## config.mk

```make
export PLATFORM = sky130hd
export DESIGN_NAME = thermostat_fan_speed_controller_flat
export DESIGN_NICKNAME = d
export VERILOG_FILES = /design/src/rtl/tfsc_pkg.sv /design/src/rtl/tfsc_if.sv /design/src/rtl/tfsc_step.sv /design/src/rtl/thermostat_fan_speed_controller.sv /design/src/flat_wrapper.sv
export SDC_FILE = /design/constraint.sdc
export NUM_CORES = 1
export LEC_CHECK = 0
export BUFFER_PORTS_ARGS = -buffer_cell sky130_fd_sc_hd__buf_2
export CAP_MARGIN = 20
export CORE_AREA = 8 8 109 111
export DETAILED_ROUTE_END_ITERATION = 16
export DIE_AREA = 0 0 117 119
export HOLD_SLACK_MARGIN = 0.03
export MAX_ROUTING_LAYER = met4
export PLACE_DENSITY = 0.89
export SYNTH_ARGS = -nofsm -noshare
export SYNTH_HDL_FRONTEND = slang
export SYNTH_SLANG_ARGS = --single-unit
```

## constraint.sdc

```tcl
create_clock -name clock -period 9.5 [get_ports clock]
set_input_delay 1.9 -clock clock [delete_from_list [all_inputs] [get_ports clock]]
set_output_delay 1.9 -clock clock [all_outputs]
set_load 0.05 [all_outputs]
```

## src/rtl/tfsc_pkg.sv

```systemverilog
`timescale 1ns / 1ps

package tfsc_pkg;

   localparam int unsigned TempWidth     = 12;
   localparam int unsigned HoldWidth     = 16;
   localparam int unsigned RampWidth     = 3;
   localparam int unsigned SpeedWidth    = 2;
   localparam int unsigned CsrIndexWidth = 3;
   localparam int unsigned CsrDataWidth  = 16;
   localparam int unsigned MaxCmds       = 3;

   typedef logic [SpeedWidth-1:0] speed_type;

   localparam speed_type SPEED_OFF  = 2'd0;
   localparam speed_type SPEED_LOW  = 2'd1;
   localparam speed_type SPEED_MID  = 2'd2;
   localparam speed_type SPEED_HIGH = 2'd3;

   localparam logic [CsrIndexWidth-1:0] REG_HOT_HIGH_LIMIT  = 3'd0;
   localparam logic [CsrIndexWidth-1:0] REG_COLD_HIGH_LIMIT = 3'd1;
   localparam logic [CsrIndexWidth-1:0] REG_HOT_MID_LIMIT   = 3'd2;
   localparam logic [CsrIndexWidth-1:0] REG_COLD_MID_LIMIT  = 3'd3;
   localparam logic [CsrIndexWidth-1:0] REG_HOLD_INTERVAL   = 3'd4;
   localparam logic [CsrIndexWidth-1:0] REG_RAMPDOWN_WINDOW = 3'd5;

   localparam logic signed [TempWidth-1:0] RST_HOT_HIGH_LIMIT  = 12'sd320;
   localparam logic signed [TempWidth-1:0] RST_COLD_HIGH_LIMIT = 12'sd190;
   localparam logic signed [TempWidth-1:0] RST_HOT_MID_LIMIT   = 12'sd290;
   localparam logic signed [TempWidth-1:0] RST_COLD_MID_LIMIT  = 12'sd200;
   localparam logic [HoldWidth-1:0]        RST_HOLD_INTERVAL   = 16'd300;
   localparam logic [RampWidth-1:0]        RST_RAMPDOWN_WINDOW = 3'd5;

   typedef struct packed {
      logic signed [TempWidth-1:0] hot_high_limit;
      logic signed [TempWidth-1:0] cold_high_limit;
      logic signed [TempWidth-1:0] hot_mid_limit;
      logic signed [TempWidth-1:0] cold_mid_limit;
      logic [HoldWidth-1:0]        hold_interval;
      logic [RampWidth-1:0]        rampdown_window;
   } cfg_type;

   typedef struct packed {
      logic                 prev_call_absent;
      speed_type            target_speed;
      speed_type            current_speed;
      logic [HoldWidth-1:0] hold_count;
      logic [RampWidth-1:0] rampdown_left;
   } state_type;

   typedef struct packed {
      logic [1:0]                  count;
      speed_type [MaxCmds-1:0]     speed;
   } cmd_set_type;

endpackage

```

## src/rtl/tfsc_if.sv

```systemverilog
`timescale 1ns / 1ps

interface tfsc_req_if;
   import tfsc_pkg::*;

   logic                        valid;
   logic                        ready;
   logic                        call_absent;
   logic signed [TempWidth-1:0] temperature;

   modport source (output valid, call_absent, temperature, input ready);
   modport sink (input valid, call_absent, temperature, output ready);
endinterface

interface tfsc_rsp_if;
   import tfsc_pkg::*;

   logic      valid;
   logic      ready;
   logic      command_valid;
   speed_type fan_speed;
   speed_type blink_count;
   logic      last;

   modport source (output valid, command_valid, fan_speed, blink_count, last, input ready);
   modport sink (input valid, command_valid, fan_speed, blink_count, last, output ready);
endinterface

```

## src/rtl/tfsc_step.sv

```systemverilog
`timescale 1ns / 1ps

module tfsc_step (
   input  tfsc_pkg::cfg_type                          cfg,
   input  tfsc_pkg::state_type                        state,
   input  logic                                       call_absent,
   input  logic signed [tfsc_pkg::TempWidth-1:0]      temperature,
   output tfsc_pkg::state_type                        state_in,
   output tfsc_pkg::cmd_set_type                      cmds,
   output tfsc_pkg::speed_type                        blink_count
);
   import tfsc_pkg::*;

   speed_type            pick;
   logic [RampWidth-1:0] ramp_dec;

   assign ramp_dec = state.rampdown_left - 3'd1;

   always_comb begin
      if ($signed(temperature) >= $signed(cfg.hot_high_limit) ||
          $signed(temperature) <= $signed(cfg.cold_high_limit)) begin
         pick = SPEED_HIGH;
      end else if ($signed(temperature) >= $signed(cfg.hot_mid_limit) ||
                   $signed(temperature) <= $signed(cfg.cold_mid_limit)) begin
         pick = SPEED_MID;
      end else begin
         pick = SPEED_LOW;
      end
   end

   always_comb begin
      state_in    = state;
      cmds        = '0;
      blink_count = SPEED_OFF;
      if (!call_absent) begin
         state_in.rampdown_left = '0;
         blink_count            = state.target_speed;
         if (state.hold_count == '0) begin
            state_in.target_speed = pick;
            if (pick != state.current_speed) begin
               state_in.hold_count    = cfg.hold_interval;
               state_in.current_speed = pick;
               if (pick > state.current_speed) begin
                  // step up one level per command
                  cmds.count = pick - state.current_speed;
                  for (int k = 0; k < MaxCmds; k++) begin
                     cmds.speed[k] = state.current_speed + SpeedWidth'(k + 1);
                  end
               end else begin
                  cmds.count    = 2'd1;
                  cmds.speed[0] = pick;
               end
            end
         end else begin
            state_in.hold_count = state.hold_count - 16'd1;
         end
      end else begin
         if (!state.prev_call_absent) begin
            state_in.hold_count    = '0;
            state_in.rampdown_left = cfg.rampdown_window;
            if (state.target_speed != SPEED_LOW) begin
               cmds.count             = 2'd1;
               cmds.speed[0]          = SPEED_LOW;
               state_in.current_speed = SPEED_LOW;
            end
            if (cfg.rampdown_window == '0) begin
               state_in.current_speed = SPEED_OFF;
               if (state.target_speed != SPEED_LOW) begin
                  cmds.count    = 2'd2;
                  cmds.speed[1] = SPEED_OFF;
               end else begin
                  cmds.count    = 2'd1;
                  cmds.speed[0] = SPEED_OFF;
               end
            end
         end else if (state.rampdown_left != '0) begin
            state_in.rampdown_left = ramp_dec;
            if (ramp_dec == '0) begin
               cmds.count             = 2'd1;
               cmds.speed[0]          = SPEED_OFF;
               state_in.current_speed = SPEED_OFF;
            end
         end
         state_in.target_speed = SPEED_OFF;
      end
      state_in.prev_call_absent = call_absent;
   end

endmodule

```

## src/rtl/thermostat_fan_speed_controller.sv

```systemverilog
`timescale 1ns / 1ps

// channel   dir  handshake      payload
// req_chan  in   valid/ready    call_absent, temperature
// rsp_chan  out  valid/ready    command_valid, fan_speed, blink_count, last
// csr_*     in   csr_we only    csr_index, csr_wdata
//
// a tick is registered on entry, evaluated in one pass and loaded into the result buffer
// the result buffer sends one beat per cycle while rsp_chan is ready: 1 to 3 beats per tick;
// ticks with one beat flow at one per cycle while rsp_chan is ready
// the next tick is taken while the previous one's beats are still going out
// reset is synchronous and restores the register defaults and the controller state
// a stall on rsp_chan holds the current beat and fills the input register, then backs up req_chan

module thermostat_fan_speed_controller (
   input  logic                                   clock,
   input  logic                                   reset,
   tfsc_req_if.sink                               req_chan,
   tfsc_rsp_if.source                             rsp_chan,
   input  logic                                   csr_we,
   input  logic [tfsc_pkg::CsrIndexWidth-1:0]     csr_index,
   input  logic [tfsc_pkg::CsrDataWidth-1:0]      csr_wdata
);
   import tfsc_pkg::*;

   cfg_type                     cfg_ff;
   state_type                   state_ff;
   state_type                   state_in;
   logic                        in_valid_ff;
   logic                        in_absent_ff;
   logic signed [TempWidth-1:0] in_temp_ff;
   logic                        out_valid_ff;
   cmd_set_type                 out_cmd_ff;
   logic [1:0]                  out_idx_ff;
   speed_type                   out_blink_ff;
   cmd_set_type                 step_cmds;
   speed_type                   step_blink;
   logic                        out_done;
   logic                        move;
   speed_type                   cur_speed;

   // config registers
   always_ff @(posedge clock) begin
      if (reset) begin
         cfg_ff.hot_high_limit  <= RST_HOT_HIGH_LIMIT;
         cfg_ff.cold_high_limit <= RST_COLD_HIGH_LIMIT;
         cfg_ff.hot_mid_limit   <= RST_HOT_MID_LIMIT;
         cfg_ff.cold_mid_limit  <= RST_COLD_MID_LIMIT;
         cfg_ff.hold_interval   <= RST_HOLD_INTERVAL;
         cfg_ff.rampdown_window <= RST_RAMPDOWN_WINDOW;
      end else if (csr_we) begin
         case (csr_index)
            REG_HOT_HIGH_LIMIT:  cfg_ff.hot_high_limit  <= csr_wdata[TempWidth-1:0];
            REG_COLD_HIGH_LIMIT: cfg_ff.cold_high_limit <= csr_wdata[TempWidth-1:0];
            REG_HOT_MID_LIMIT:   cfg_ff.hot_mid_limit   <= csr_wdata[TempWidth-1:0];
            REG_COLD_MID_LIMIT:  cfg_ff.cold_mid_limit  <= csr_wdata[TempWidth-1:0];
            REG_HOLD_INTERVAL:   cfg_ff.hold_interval   <= csr_wdata[HoldWidth-1:0];
            REG_RAMPDOWN_WINDOW: cfg_ff.rampdown_window <= csr_wdata[RampWidth-1:0];
            default: begin
            end
         endcase
      end
   end

   assign out_done       = out_valid_ff && rsp_chan.ready && rsp_chan.last;
   assign move           = in_valid_ff && (!out_valid_ff || out_done);
   assign req_chan.ready = !in_valid_ff || move;

   // input register
   always_ff @(posedge clock) begin
      if (reset) begin
         in_valid_ff <= 1'b0;
      end else if (req_chan.ready) begin
         in_valid_ff <= req_chan.valid;
      end
   end

   always_ff @(posedge clock) begin
      if (req_chan.valid && req_chan.ready) begin
         in_absent_ff <= req_chan.call_absent;
         in_temp_ff   <= req_chan.temperature;
      end
   end

   tfsc_step u_step (
      .cfg         (cfg_ff),
      .state       (state_ff),
      .call_absent (in_absent_ff),
      .temperature (in_temp_ff),
      .state_in    (state_in),
      .cmds        (step_cmds),
      .blink_count (step_blink)
   );

   always_ff @(posedge clock) begin
      if (reset) begin
         state_ff <= '0;
      end else if (move) begin
         state_ff <= state_in;
      end
   end

   // result buffer
   always_ff @(posedge clock) begin
      if (reset) begin
         out_valid_ff <= 1'b0;
      end else if (move) begin
         out_valid_ff <= 1'b1;
      end else if (out_done) begin
         out_valid_ff <= 1'b0;
      end
   end

   always_ff @(posedge clock) begin
      if (move) begin
         out_cmd_ff   <= step_cmds;
         out_blink_ff <= step_blink;
         out_idx_ff   <= 2'd0;
      end else if (out_valid_ff && rsp_chan.ready) begin
         out_idx_ff <= out_idx_ff + 2'd1;
      end
   end

   always_comb begin
      case (out_idx_ff)
         2'd0:    cur_speed = out_cmd_ff.speed[0];
         2'd1:    cur_speed = out_cmd_ff.speed[1];
         2'd2:    cur_speed = out_cmd_ff.speed[2];
         default: cur_speed = SPEED_OFF;
      endcase
   end

   assign rsp_chan.valid         = out_valid_ff;
   assign rsp_chan.command_valid = out_cmd_ff.count != 2'd0;
   assign rsp_chan.fan_speed     = (out_cmd_ff.count == 2'd0) ? SPEED_OFF : cur_speed;
   assign rsp_chan.blink_count   = out_blink_ff;
   assign rsp_chan.last          = (out_cmd_ff.count == 2'd0) ||
                                   (out_idx_ff == out_cmd_ff.count - 2'd1);

   a_beats_continue: assert property (@(posedge clock) disable iff (reset)
      rsp_chan.valid && rsp_chan.ready && !rsp_chan.last |=> rsp_chan.valid)
      else $error("tick ended before its last beat");

   a_index_in_range: assert property (@(posedge clock) disable iff (reset)
      out_valid_ff |-> (out_idx_ff < out_cmd_ff.count) ||
                       (out_cmd_ff.count == 2'd0 && out_idx_ff == 2'd0))
      else $error("beat index beyond command count");

   a_final_speed: assert property (@(posedge clock) disable iff (reset)
      rsp_chan.valid && rsp_chan.ready && rsp_chan.last && rsp_chan.command_valid
      |-> state_ff.current_speed == rsp_chan.fan_speed)
      else $error("last command differs from running speed");

   a_ramp_target: assert property (@(posedge clock) disable iff (reset)
      state_ff.rampdown_left != '0 |-> state_ff.target_speed == SPEED_OFF)
      else $error("target speed set during ramp-down");

endmodule
```

## src/flat_wrapper.sv

```systemverilog
// flat-port wrapper written by rule: the top's interface ports become plain ports
module thermostat_fan_speed_controller_flat import tfsc_pkg::*;
  (clock, reset, csr_we, csr_index, csr_wdata, req_chan_valid, req_chan_call_absent, req_chan_temperature, req_chan_ready, rsp_chan_valid, rsp_chan_command_valid, rsp_chan_fan_speed, rsp_chan_blink_count, rsp_chan_last, rsp_chan_ready);
  tfsc_req_if req_chan_i ();
  tfsc_rsp_if rsp_chan_i ();
  input  logic clock;
  input  logic reset;
  input  logic csr_we;
  input  logic [tfsc_pkg::CsrIndexWidth-1:0] csr_index;
  input  logic [tfsc_pkg::CsrDataWidth-1:0] csr_wdata;
  input wire logic [$bits(req_chan_i.valid)-1:0] req_chan_valid;
  input wire logic [$bits(req_chan_i.call_absent)-1:0] req_chan_call_absent;
  input wire logic [$bits(req_chan_i.temperature)-1:0] req_chan_temperature;
  output wire logic [$bits(req_chan_i.ready)-1:0] req_chan_ready;
  output wire logic [$bits(rsp_chan_i.valid)-1:0] rsp_chan_valid;
  output wire logic [$bits(rsp_chan_i.command_valid)-1:0] rsp_chan_command_valid;
  output wire logic [$bits(rsp_chan_i.fan_speed)-1:0] rsp_chan_fan_speed;
  output wire logic [$bits(rsp_chan_i.blink_count)-1:0] rsp_chan_blink_count;
  output wire logic [$bits(rsp_chan_i.last)-1:0] rsp_chan_last;
  input wire logic [$bits(rsp_chan_i.ready)-1:0] rsp_chan_ready;
  assign req_chan_i.valid = req_chan_valid;
  assign req_chan_i.call_absent = req_chan_call_absent;
  assign req_chan_i.temperature = req_chan_temperature;
  assign req_chan_ready = req_chan_i.ready;
  assign rsp_chan_valid = rsp_chan_i.valid;
  assign rsp_chan_command_valid = rsp_chan_i.command_valid;
  assign rsp_chan_fan_speed = rsp_chan_i.fan_speed;
  assign rsp_chan_blink_count = rsp_chan_i.blink_count;
  assign rsp_chan_last = rsp_chan_i.last;
  assign rsp_chan_i.ready = rsp_chan_ready;
  thermostat_fan_speed_controller u_core (.clock(clock), .reset(reset), .req_chan(req_chan_i), .rsp_chan(rsp_chan_i), .csr_we(csr_we), .csr_index(csr_index), .csr_wdata(csr_wdata));
endmodule
```

After elaboration in Yosys (flattened, before gate mapping). Cells that the tools add are included.

Register bits: 118. Input bits: 37. Output and inout port bits: 8. Word-level logic and storage cells: 120.

$add $sub $neg: 8. Order comparisons: 5. Equal/unequal tests: 15. Multiplexer cells: 35. Bitwise operators: 3. Reduce and logical (&&, ||, !) cells: 33.

Operator list (number): two-way mux 2 bit (18); two-way mux 16 bit (2); >= comparator 12 bit (2); less-or-equal comparator 12 bit (2); two-way mux 23 bit (1); two-way mux 18 bit (1); logical NOT 16 bit (1); two-way mux 8 bit (2); AND reduction 2 bit (8); subtractor 16 x 1 -> 16 bit (second input constant) (1); two-way mux 4 bit (3); logical NOT 3 bit (3); nonzero test 2 bit (4); == test 3 x 2 -> 1 bit (second input constant) (2); == test 3 bit (second input constant) (2); two-way mux 3 bit (2); inequality test 3 bit (second input constant) (2); one-hot mux 2 bit (3 select lines) (1); AND reduction 6 bit (1); logical OR 1 bit (5); two-way mux 1 bit (5); adder 2 x 1 -> 2 bit (second input constant) (2); adder 2 bit (second input constant) (2); logical AND 1 bit (4); 19 further kinds (23).

Logic depth before layout (Yosys ltp). Gate-level depths: netlist of the first run.

Word-level depth: 9. Gate-level depth with buffers: 16. Mapped depth without buffers: 16.

Cells and area by module. Synthesis of the first run repeated with hierarchy kept, for this count alone.

Cell total of the unflattened synthesis: 835. Area total of the unflattened synthesis: 7046.8 um2.

By module, submodules not included: thermostat_fan_speed_controller (instances 1, cells an instance 469, area an instance 4520.6 um2, seq. area each 2592.5 um2); tfsc_step (instances 1, cells an instance 366, area an instance 2526.2 um2, seq. area each 0.0 um2).

Worst setup path after synthesis of the first run. Ideal clock, no wire load.

Path type: register to output. From: reg u_core.out_cmd_ff[6] in the netlist's numbering. To: out req_chan_ready. Arrival: 2.863 ns. Data required time: 7.600 ns. Slack: 4.737 ns. Cell stages (with the launch flop): 7. Path buffers: 0. Cells stage by stage: edfxtp_1 inv_1 ha_1 xnor2_1 o21ai_0 a21boi_0 nand2_1.

Longest elaborated chain between the ends: 7. Elaborated cells between the ends (all ways): 8. Those cells by class: add/sub: 1; eq/ne: 1; reduce/logical: 6.

Ends and longest elaborated chain: from (decl) (RTL line thermostat_fan_speed_controller.sv:33) `cmd_set_type out_cmd_ff;`; from (signal assigned) (RTL line thermostat_fan_speed_controller.sv:116) `out_cmd_ff <= step_cmds;`; subtractor 2 x 1 -> 2 bit (RTL line thermostat_fan_speed_controller.sv:138) `(out_idx_ff == out_cmd_ff.count - 2'd1);`; == test 2 bit (RTL line thermostat_fan_speed_controller.sv:138); logical OR 1 bit * (RTL line thermostat_fan_speed_controller.sv:137) `assign rsp_chan.last = (out_cmd_ff.count == 2'd0) ||`; via rsp_chan_last (RTL line flat_wrapper.sv:19) `output wire logic [$bits(rsp_chan_i.last)-1:0] rsp_chan_last;`; logical AND 1 bit * (RTL line thermostat_fan_speed_controller.sv:65) `assign out_done = out_valid_ff && rsp_chan.ready && rsp_chan.last;`; logical OR 1 bit * (RTL line thermostat_fan_speed_controller.sv:66) `assign move = in_valid_ff && (!out_valid_ff || out_done);`; logical AND 1 bit * (RTL line thermostat_fan_speed_controller.sv:66); logical OR 1 bit * (RTL line thermostat_fan_speed_controller.sv:67) `assign req_chan.ready = !in_valid_ff || move;`; to (decl) (RTL line flat_wrapper.sv:14) `output wire logic [$bits(req_chan_i.ready)-1:0] req_chan_ready;`.

The timed path passes the listed nets; every way through them passes the cells marked *.

Final worst setup path of the first run.
From: reg u_core.in_temp_ff[10]. To: reg u_core.state_ff[16] in the netlist's numbering.

Longest elaborated chain between the ends: 7. Elaborated cells between the ends (all ways): 11. Those cells by class: order compare: 4; eq/ne: 2; mux: 2; reduce/logical: 3.

Ends and longest elaborated chain: from (decl) (RTL line thermostat_fan_speed_controller.sv:31) `logic signed [TempWidth-1:0] in_temp_ff;`; from (signal assigned) (RTL line thermostat_fan_speed_controller.sv:81) `in_temp_ff <= req_chan.temperature;`; >= comparator 12 bit / less-or-equal comparator 12 bit (equally long branches) (RTL line tfsc_step.sv:23, tfsc_step.sv:24); logical OR 1 bit (RTL line tfsc_step.sv:23) `end else if ($signed(temperature) >= $signed(cfg.hot_mid_limit) ||`; two-way mux 2 bit (RTL line tfsc_step.sv:23); two-way mux 2 bit * (RTL line tfsc_step.sv:20) `if ($signed(temperature) >= $signed(cfg.hot_high_limit) ||`; inequality test 2 bit * (RTL line tfsc_step.sv:40) `if (pick != state.current_speed) begin`; inequality test 3 x 1 -> 1 bit (no line) *; AND reduction 3 bit (no line) *; to (signal assigned) (RTL line thermostat_fan_speed_controller.sv:99) `state_ff <= state_in;`; to (decl) (RTL line thermostat_fan_speed_controller.sv:27) `state_type state_ff;`.

Every way passes the cells marked *; elsewhere a longest branch is shown, timed or not. A chain may end at the register's enable or synchronous reset.

==> run_results.csv, run 1 <==
group,metric,value,unit
run_status,status,"complete, no violations",
grt,grt_antenna_before_repair,0,
finish,syn_to_final_growth,13.53,%
grt,grt_pass1_vias,5636,
routing,routed_wl,16.91,mm
grt,grt_overflow_total,0,
routing,viasPerCell,6.090,
timing,tns,0,ns
synth,yosysSeqAreaShare,41.23,%
clocking,htree_levels,4,
synth,yosysTopAreaCell,"dfxtp_1",
timing,fin_crit_sh,53.91,%
timing,hold_ws,0.4532,ns
placement,preCtsSetupSlack,4.651,ns
run,cap_violations,0,
routing,detail_route.wl_per_cell,17.87,microns
finish,layout_common_cells,"nand2_1, dfxtp_1, a21oi_1",
floorplanning,die_area,13920,sq um
power,swShare,32.03,%
floorplanning,start_util,62.30,%
timing,finalMaxSlewViolations,0,
power,p_leak,2.943,nW
synth,avgSynthCellArea,8.262,sq um
synth,synth_cells,761,
clocking,hold_buffers,0,
finish,final_common_cell,"nand2_1",
grt,grt_pass1_wl,27.10,mm
floorplanning,coreArea,10090,sq um
worst_hold_path,hp-class,"flop to flop",
power,power.density,214.6,nW/um^2
timing,clock_skew,0.007097,ns
timing,hold_viol,0,
worst_setup_path,cp-end-kind,"flop",
synth,synthTopCellsByArea,"dfxtp_1, ha_1, edfxtp_1, nand2_1, a21oi_1",
clocking,clk_pin_slew,0.06,ns
timing,final-setup-viol-count,0,
floorplanning,fp.dieW,117,microns
clocking,cts_resized,0,
placement,gp_congestion,0.9675,
clocking,clockBufferDepth,2,
worst_setup_path,crit_type,"flop to flop",
finish,n_antenna_cell,0,
power,p_comb_share,23.3,%
power,p_int,1.041,mW
power,irDropWorstVdd,0.0001405,V
finish,nets,896,
synth,synthesis.area,6287,sq um
worst_setup_path,crit_chain,"ha_1, and3_1, a221oi_1, o21ai_0, mux2i_1, nand4_1, nor4bb_1, inv_1, ha_1, nand2_1, nor4_1, nor4_1, nand2_1, o22ai_1, a22o_1",
worst_setup_path,critPathMaxStageDelay,0.82,ns
placement,io_buffers,44,
worst_setup_path,crit_fanout,9,
routing,drtIter0Drc,633,
clocking,cts_sinks,118,
synth,synth_seq_cells,118,
grt,grt_usage,25.69,%
synth,dominantRegCellSynth,"dfxtp_1",
routing,num_vias,5761,
power,power_switching,0.4906,mW
timing,fmax,0.1953,GHz
synth,synth-edff-count,23,
worst_setup_path,start_kind,"flop",
clocking,post_cts_buffers,0,
worst_setup_path,worst-endpoint-required,9.97,ns
routing,final_antenna_net_count,0,
clocking,clock_insertion_delay_worst_skew,0.53,ns
finish,fin_util,70.73,%
synth,synth_nets,860,
clocking,cts_buffers,17,
synth,synth_cell_types,57,
timing,rsz0062_at_grt,"no",
floorplanning,floorplan.die.height,119,microns
floorplanning,ios,45,
finish,drive_gt1_share,10.62,%
timing,worst_slack,4.379,ns
power,fin_total_pwr,1.532,mW
synth,async_flop_share,0,%
placement,place_hpwl,11.84,mm
clocking,cts-root-buf,"clkbuf_8",
synth,ys_warn_count,0,
power,pwr-share-seq,37.3,%
grt,grt_max_degree,73,
clocking,cts_tree,"built",
routing,drc,0,
routing,dr.pass1.iters,5,
timing,tightest_slew,1.024,ns
timing,period_minus_slack,5.121,ns
floorplanning,rows,37,
synth,yosysTopAreaCellShare,30.25,%
timing,slew_headroom,31.12,%
worst_setup_path,worstPathArrival,5.60,ns
worst_setup_path,crit_slowest_cell,"nor4bb_1",
power,p_clk_share,39.3,%
## cells in the mapped netlist, drive strengths merged (10+ instances only)
master    n
inv      71
nand4    10
nand3    21
nand2   156
a21oi    88
dfxtp    95
edfxtp   23
o21ai    19
nor2     44
clkbuf   25
or3      12
ha       61
nor3     13
o211ai   21
## per-layer routing
| layer | track usage [%] | routed length, microns | up-vias |
|---|---|---|---|
| li1 | - | - | 2721 |
| met1 | 31.33 | 7225 | 2660 |
| met2 | 39.60 | 7713 | 306 |
| met3 | 5.154 | 1338 | 74 |
| met4 | 12.57 | 631 | 0 |
| met5 | - | 0 | - |
## sequential cells by signal, summed over array words and instances (netlist names)
signal and flops:
u_core.cfg_ff 67, u_core.state_ff 24, u_core.in_temp_ff 12, u_core.out_cmd_ff 8
u_core.out_idx_ff 2, u_core.rsp_chan.blink_count 2, u_core.in_absent_ff 1, u_core.in_valid_ff 1
u_core.rsp_chan.valid 1
## stage by stage
step                instance area, sq um  std cells
floorplan                           6287        761
global placement                    6574        914
detailed placement                  6574        914
CTS                                 7138        946
global route                        7138        946
finish                              7138        946
## path summary, 6_finish.rpt
path	from	endpoint	slack [ns]	cells past startpoint
setup / recovery	u_core.in_temp_ff[10]	u_core.state_ff[16]	4.38	15
setup reg to reg	u_core.in_temp_ff[10]	u_core.state_ff[16]	4.38	15
hold reg to reg	u_core.cfg_ff[49]	u_core.cfg_ff[49]	0.45	2
hold / removal	u_core.cfg_ff[49]	u_core.cfg_ff[49]	0.45	2
## logic make-up (layout without fill, tap and decap cells)
family                   after synthesis  in the layout  share of synthesized area [%]
buffers and inverters                102            151                          6.368
XOR/XNOR                               8              8                          1.114
AO/OA/AOI/OAI                        177            177                          17.49
adder cells (fa/ha/maj)               62             62                          12.46
AND/OR/NAND/NOR                      292            292                          21.02
flip-flops                           118            118                          41.23
multiplexers                           2              2                         0.3184
## layout make-up
class | instances | area, sq um
inverter | 71 | 266.5
multi-input combinational | 541 | 3294
fill | 823 | 2954
clock inverter | 11 | 95.09
clock buffer | 21 | 469.2
timing repair buffer | 48 | 250.2
sequential | 118 | 2592
tap | 136 | 170.2
## worst max-delay path, delay by kind of cell (launching register included)
family,cells,cell delay [ns]
DFF,1,0.47
buffers and inverters,1,0.10
adders and majority gates,2,0.70
and+or+nand+nor,7,2.78
muxes,1,0.19
AOI/OAI and AO/OA,4,0.82
## power groups by stage
stage / registers [mW] / clock network, mW / logic, mW
2_1_floorplan: 0.574 / 0 / 0.266
3_3_place_gp: 0.579 / 0 / 0.326
3_5_place_dp: 0.581 / 0 / 0.340
4_1_cts: 0.571 / 0.606 / 0.349
5_1_grt: 0.575 / 0.632 / 0.387
6_report: 0.572 / 0.602 / 0.357
Power figures use the tool's default switching activity.
==> inputs of run 2 (changes only) <==
ABC_AREA = 1   (was default)
CORE_AREA = 8 8 112 114   (was 8 8 109 111)
DIE_AREA = 0 0 120 122   (was 0 0 117 119)
PLACE_DENSITY = 0.87   (was 0.89)
clock period = 5.4 ns   (was 9.5 ns; I/O delays follow)
==> run_results.csv, run 2 <==
group,metric,value,unit
run_status,status,"complete, no violations",
worst_setup_path,r2r_cells,21,
synth,synth_cells,852,
synth,synth-edff-count,23,
clocking,cts-root-buf,"clkbuf_8",
clocking,cts_buffers,17,
worst_setup_path,crit_chain,"ha_1, nand2_1, inv_1, nand2_1, nor2_1, nand2_1, nand3_1, nand2_1, nand2_1, nand2_1, nor2_1, nand2_1, ha_1, nand2_1, nor2_1, inv_1, nand2_1, nand2_2, and2_1, nand2_1, a21oi_1",
routing,route.met3.wl,1.111,mm
finish,final_common_cell,"nand2_1",
routing,dr.pass1.iters,5,
floorplanning,coreArea,10700,sq um
synth,ys_warn_count,0,
power,p_leak,3.518,nW
worst_setup_path,start_kind,"flop",
floorplanning,rows,38,
power,irDropWorstVdd,0.0002339,V
finish,layout_common_cells,"nand2_1, inv_1, dfxtp_1",
timing,period_minus_slack,3.286,ns
routing,drc,0,
worst_setup_path,critical_path_buf_inv_count,2,
clocking,clock_insertion_delay_worst_skew,0.53,ns
routing,detail_route.wl_per_cell,14.80,microns
finish,drive_gt1_share,11.12,%
routing,wl_met1,6.684,mm
worst_setup_path,path_delay_family,"simple AND/OR/NAND/NOR gates",
worst_setup_path,crit_fanout,7,
routing,num_vias,5784,
grt,grt_overflow_total,0,
routing,wl_met2,7.394,mm
timing,rsz0062_at_grt,"no",
timing,clock_skew,0.008860,ns
placement,gp_congestion,0.8810,
synth,yosysMostFrequentCell,"nand2_1",
worst_setup_path,crit_top_cell,"nand2_1",
synth,synthTopCellsByArea,"dfxtp_1, ha_1, edfxtp_1, nand2_1, inv_1",
timing,tns,0,ns
routing,highest_layer,"met4",
worst_setup_path,worstPathArrival,3.74,ns
routing,routed_wl,15.51,mm
floorplanning,floorplan.die.height,122,microns
grt,grt_max_degree,68,
floorplanning,start_util,60.32,%
clocking,clk_pin_slew,0.06,ns
finish,nFillCells,809,
floorplanning,ios,45,
timing,hold_viol,0,
grt,grt_antenna_before_repair,0,
grt,grt_pass1_vias,5439,
synth,yosysTopAreaCellShare,29.47,%
worst_hold_path,hp-class,"flop to flop",
synth,yosysSeqAreaShare,40.18,%
finish,syn_to_final_growth,14.68,%
timing,finalMaxSlewViolations,0,
finish,reg.largest.list,"u_core.cfg_ff x67, u_core.state_ff x24, u_core.in_temp_ff x12",
placement,place_hpwl,10.67,mm
routing,drtIter0Drc,518,
clocking,clockBufferDepth,2,
routing,final_antenna_net_count,0,
synth,synth_common_cells,"nand2_1, inv_1, dfxtp_1, nor2_1, a21oi_1",
synth,synth_nets,951,
worst_setup_path,critPathMaxStageDelay,0.47,ns
power,power.density,383.5,nW/um^2
synth,synth_seq_cells,118,
worst_setup_path,path_depth,21,
grt,grt_pass1_wl,25.48,mm
clocking,hold_buffers,0,
worst_setup_path,worst-endpoint-required,5.85,ns
floorplanning,die_area,14640,sq um
timing,fin_crit_sh,60.85,%
clocking,post_cts_buffers,0,
finish,fin_cells,1048,
synth,synthesis.area,6452,sq um
grt,grt_usage,22.25,%
worst_setup_path,crit_type,"flop to flop",
worst_setup_path,crit_slowest_cell,"edfxtp_1",
clocking,cts_resized,0,
synth,async_flop_share,0,%
timing,slew_headroom,28.83,%
run,cap_violations,0,
synth,avgSynthCellArea,7.573,sq um
synth,dominantRegCellSynth,"dfxtp_1",
finish,nets,994,
routing,viasPerCell,5.519,
worst_setup_path,cp-end-kind,"flop",
clocking,cts_tree,"built",
timing,fmax,0.3043,GHz
finish,largest_reg_flops,67,
floorplanning,fp.dieW,120,microns
placement,dp_cells,1016,
clocking,htree_levels,4,
timing,tightest_slew,1.064,ns
clocking,cts_sinks,118,
synth,synth_cell_types,45,
synth,yosysTopAreaCell,"dfxtp_1",
timing,final-setup-viol-count,0,
finish,n_antenna_cell,0,
finish,regMostFlops,"u_core.cfg_ff",
worst_hold_path,hold_depth,2,
placement,io_buffers,44,
-- run 2: area by class of cell --
class | count | area [sq um] | area share [%]
Tap cell | 140 | 175.2 | 2.367
Multi-Input combinational cell | 577 | 3244 | 43.85
Clock buffer | 25 | 569.3 | 7.694
Sequential cell | 118 | 2592 | 35.04
Timing Repair Buffer | 46 | 235.2 | 3.179
Clock inverter | 7 | 75.07 | 1.015
Inverter | 135 | 508.0 | 6.865
-- run 2: worst reg2reg max path, cell delays in order (launching register included) --
cell and delay, ns:
edfxtp_1 0.47, ha_1 0.38, nand2_1 0.06, inv_1 0.07, nand2_1 0.07, nor2_1 0.17, nand2_1 0.09, nand3_1 0.07
nand2_1 0.05, nand2_1 0.05, nand2_1 0.05, nor2_1 0.15, nand2_1 0.15, ha_1 0.32, nand2_1 0.13, nor2_1 0.07
inv_1 0.06, nand2_1 0.09, nand2_2 0.12, and2_1 0.34, nand2_1 0.11, a21oi_1 0.15
-- run 2: per-layer routing --
| layer | global-route usage [%] | up-vias |
|---|---|---|
| li1 | - | 2868 |
| met5 | - | - |
| met3 | 5.877 | 38 |
| met2 | 36.05 | 211 |
| met1 | 26.15 | 2667 |
| met4 | 8.197 | 0 |
-- run 2: path summary, 6_finish.rpt --
kind	from	endpoint	slack, ns
hold reg to reg	u_core.cfg_ff[57]	u_core.cfg_ff[57]	0.46
setup reg to reg	u_core.in_temp_ff[11]	u_core.state_ff[11]	2.11
hold / removal	u_core.cfg_ff[57]	u_core.cfg_ff[57]	0.46
setup / recovery	u_core.in_temp_ff[11]	u_core.state_ff[11]	2.11
-- run 2: cell families (layout without fill, tap and decap cells) --
kind of cell | count (synthesis) | in the layout | share of synthesized area [%]
buffers and inverters | 157 | 213 | 9.540
adders and majority gates | 62 | 62 | 12.14
DFF | 118 | 118 | 40.18
AOI/OAI and AO/OA | 176 | 176 | 14.66
and+or+nand+nor | 326 | 326 | 21.72
xor gates and xnor gates | 13 | 13 | 1.765
-- run 2: power breakdown --
group          switching, mW  internal (mW)  total [mW]  leakage, nW
clock                  0.413          0.771        1.18        0.309
sequential            0.0443          0.961        1.01        0.996
combinational          0.432          0.216       0.648         2.21
-- run 2: through the flow --
stage / utilization (%) / hold WS, ns / power, mW / cell area (sq um) / worst slack, ns
finish: 69.17 / 0.4597 / 2.837 / 7400 / 2.114
global route: 69.17 / 0.4731 / 2.959 / 7400 / 1.817
CTS: 69.17 / 0.4594 / 2.828 / 7400 / 2.143
detailed placement: 63.15 / 0.4518 / 1.643 / 6755 / 2.204
global placement: 63.15 / 0.4430 / 1.628 / 6755 / 2.370
floorplan: - / 0.4292 / 1.508 / 6452 / 2.385
==> inputs of run 3 (changes only) <==
clock period = 3.2 ns   (was 5.4 ns; I/O delays follow)
==> run_results.csv, run 3 (synthesized netlist as in run 2, its figures left out) <==
group,metric,value,unit
grt,grt_max_degree,65,
timing,tightest_slew,0.7112,ns
worst_setup_path,path_depth,17,
timing,fmax,0.3111,GHz
finish,multi_input_area,3397,sq um
timing,hold_viol,0,
power,p_leak,3.575,nW
grt,grt_antenna_before_repair,0,
routing,routed_wl,16.76,mm
clocking,htree_levels,4,
clocking,clockBufferDepth,2,
routing,drc,0,
finish,final_common_cell,"nand2_1",
worst_setup_path,r2r_cells,17,
timing,period_minus_slack,3.215,ns
routing,drtIter0Drc,530,
run_status,violations,"setup timing",
finish,regMostFlops,"u_core.cfg_ff",
placement,gp_congestion,0.9187,
floorplanning,ios,45,
worst_setup_path,crit_chain,"buf_4, ha_1, nand4_1, nor2_1, nand2_1, nand3_1, nand2_1, nand2_1, nor2_4, nand2_2, inv_1, ha_4, fa_2, nor3_2, nor2_1, o21ai_0, inv_1",
run,cap_violations,0,
worst_setup_path,crit_top_cell,"nand2_1",
clocking,cts_tree,"built",
placement,preCtsSetupSlack,0.007076,ns
finish,drive_gt1_share,14.54,%
finish,regArea,2592,sq um
grt,grt_pass1_vias,5500,
timing,fin_crit_sh,100.5,%
worst_setup_path,path_delay_family,"simple AND/OR/NAND/NOR gates",
routing,viasPerCell,5.573,
floorplanning,coreArea,10700,sq um
worst_setup_path,critPathMaxStageDelay,0.45,ns
timing,clock_skew,0.007899,ns
floorplanning,die_area,14640,sq um
power,irDropWorstVdd,0.0003708,V
worst_setup_path,crit_path_start,"u_core.in_temp_ff[11]",
clocking,cts-root-buf,"clkbuf_8",
worst_setup_path,start_kind,"flop",
clocking,clk_pin_slew,0.06,ns
worst_setup_path,critical_path_buf_inv_count,3,
floorplanning,start_util,60.32,%
finish,nets,1001,
clocking,cts_sinks,118,
worst_setup_path,crit_fanout,5,
placement,io_buffers,44,
routing,dr.pass1.iters,5,
grt,grt_pass1_wl,25.92,mm
finish,reg.largest.list,"u_core.cfg_ff x67, u_core.state_ff x24, u_core.in_temp_ff x12",
timing,slew_headroom,52.53,%
worst_setup_path,r2r_start,"u_core.in_temp_ff[11]",
worst_hold_path,hp-class,"input pin to flop",
worst_setup_path,cp-end-kind,"flop",
finish,layout_common_cells,"nand2_1, inv_1, dfxtp_1",
routing,final_antenna_net_count,0,
finish,fin_util,70.98,%
finish,syn_to_final_growth,17.68,%
routing,detail_route.wl_per_cell,15.88,microns
worst_setup_path,worst-endpoint-required,3.48,ns
finish,largest_reg_flops,67,
timing,final-setup-viol-count,2,
finish,n_antenna_cell,0,
floorplanning,fp.dieW,120,microns
grt,grt_overflow_total,0,
worst_setup_path,worstPathArrival,3.50,ns
routing,num_vias,5879,
worst_hold_path,hold_depth,1,
placement,place_hpwl,10.82,mm
floorplanning,rows,38,
worst_hold_path,hold_start,"req_chan_temperature[5]",
worst_setup_path,crit_type,"flop to flop",
finish,nFillCells,771,
run_status,status,"finished, violations left",
worst_setup_path,crit_slowest_cell,"edfxtp_1",
clocking,cts_buffers,17,
timing,finalMaxSlewViolations,0,
power,power.density,633.4,nW/um^2
clocking,clock_insertion_delay_worst_skew,0.54,ns
grt,grt_usage,22.89,%
floorplanning,floorplan.die.height,122,microns
timing,worst_slack,-0.01469,ns
[run 3: cell count changes in the layout (fill, tap and decap cells not counted), moves of 3 or more]
cell	before	now
nor2_1	81	74
buf_4	2	8
ha_1	61	56
ha_4	0	5
nand2_1	179	174
nor2_2	4	9
nand2_2	5	9
and2_1	3	0
and2_4	0	3
inv_4	0	3
[run 3: through the flow]
stage                     total power, mW  hold slack (ns)  instance area (sq um)  TNS (ns)  instances
after CTS                           4.724           0.2673                   7405   -0.1757       1051
final                               4.810           0.2769                   7594  -0.02522       1055
after global placement              2.755           0.4389                   6778         0       1019
after detailed placement            2.779           0.4495                   6778         0       1019
after floorplan                     2.545           0.4292                   6452         0        852
after global routing                5.025           0.2678                   7594    -2.141       1055
[run 3: final cells by class]
cell class	count	share of cell area, %
clock buffer	23	7.135
sequential	118	34.14
clock inverter	9	1.038
inverter	135	6.690
timing repair buffer	53	3.955
multi-input combinational	577	44.74
tap	140	2.307
[run 3: worst paths after layout]
kind                          endpoint  slack [ns]
hold reg to reg      u_core.cfg_ff[27]        0.46
setup / recovery  u_core.out_cmd_ff[1]       -0.01
hold / removal    u_core.in_temp_ff[5]        0.28
setup reg to reg  u_core.out_cmd_ff[1]       -0.01
[run 3: report_power, final]
part           total (mW)  internal, mW  switching (mW)
clock                1.94          1.25           0.689
combinational        1.17         0.399           0.769
sequential           1.70          1.62          0.0782
[run 3: metal layers]
metal  share of wire, %  GRT usage (%)  routed length, microns  vias up
met1                 41          26.07                    6828     2691
li1                   -              -                       -     2872
met4                4.1          11.24                     684        0
met3                7.3          5.784                    1217       64
met2                 48          37.06                    8026      252
met5                  0              -                       0        -
[run 3: timing repair]
item | in CTS | in global routing
setup endpoints to repair | 14 | 26
resized for setup | 2 | 29
hold buffers | 0 | 0
pin swaps | 0 | 12
buffers inserted | 0 | 4
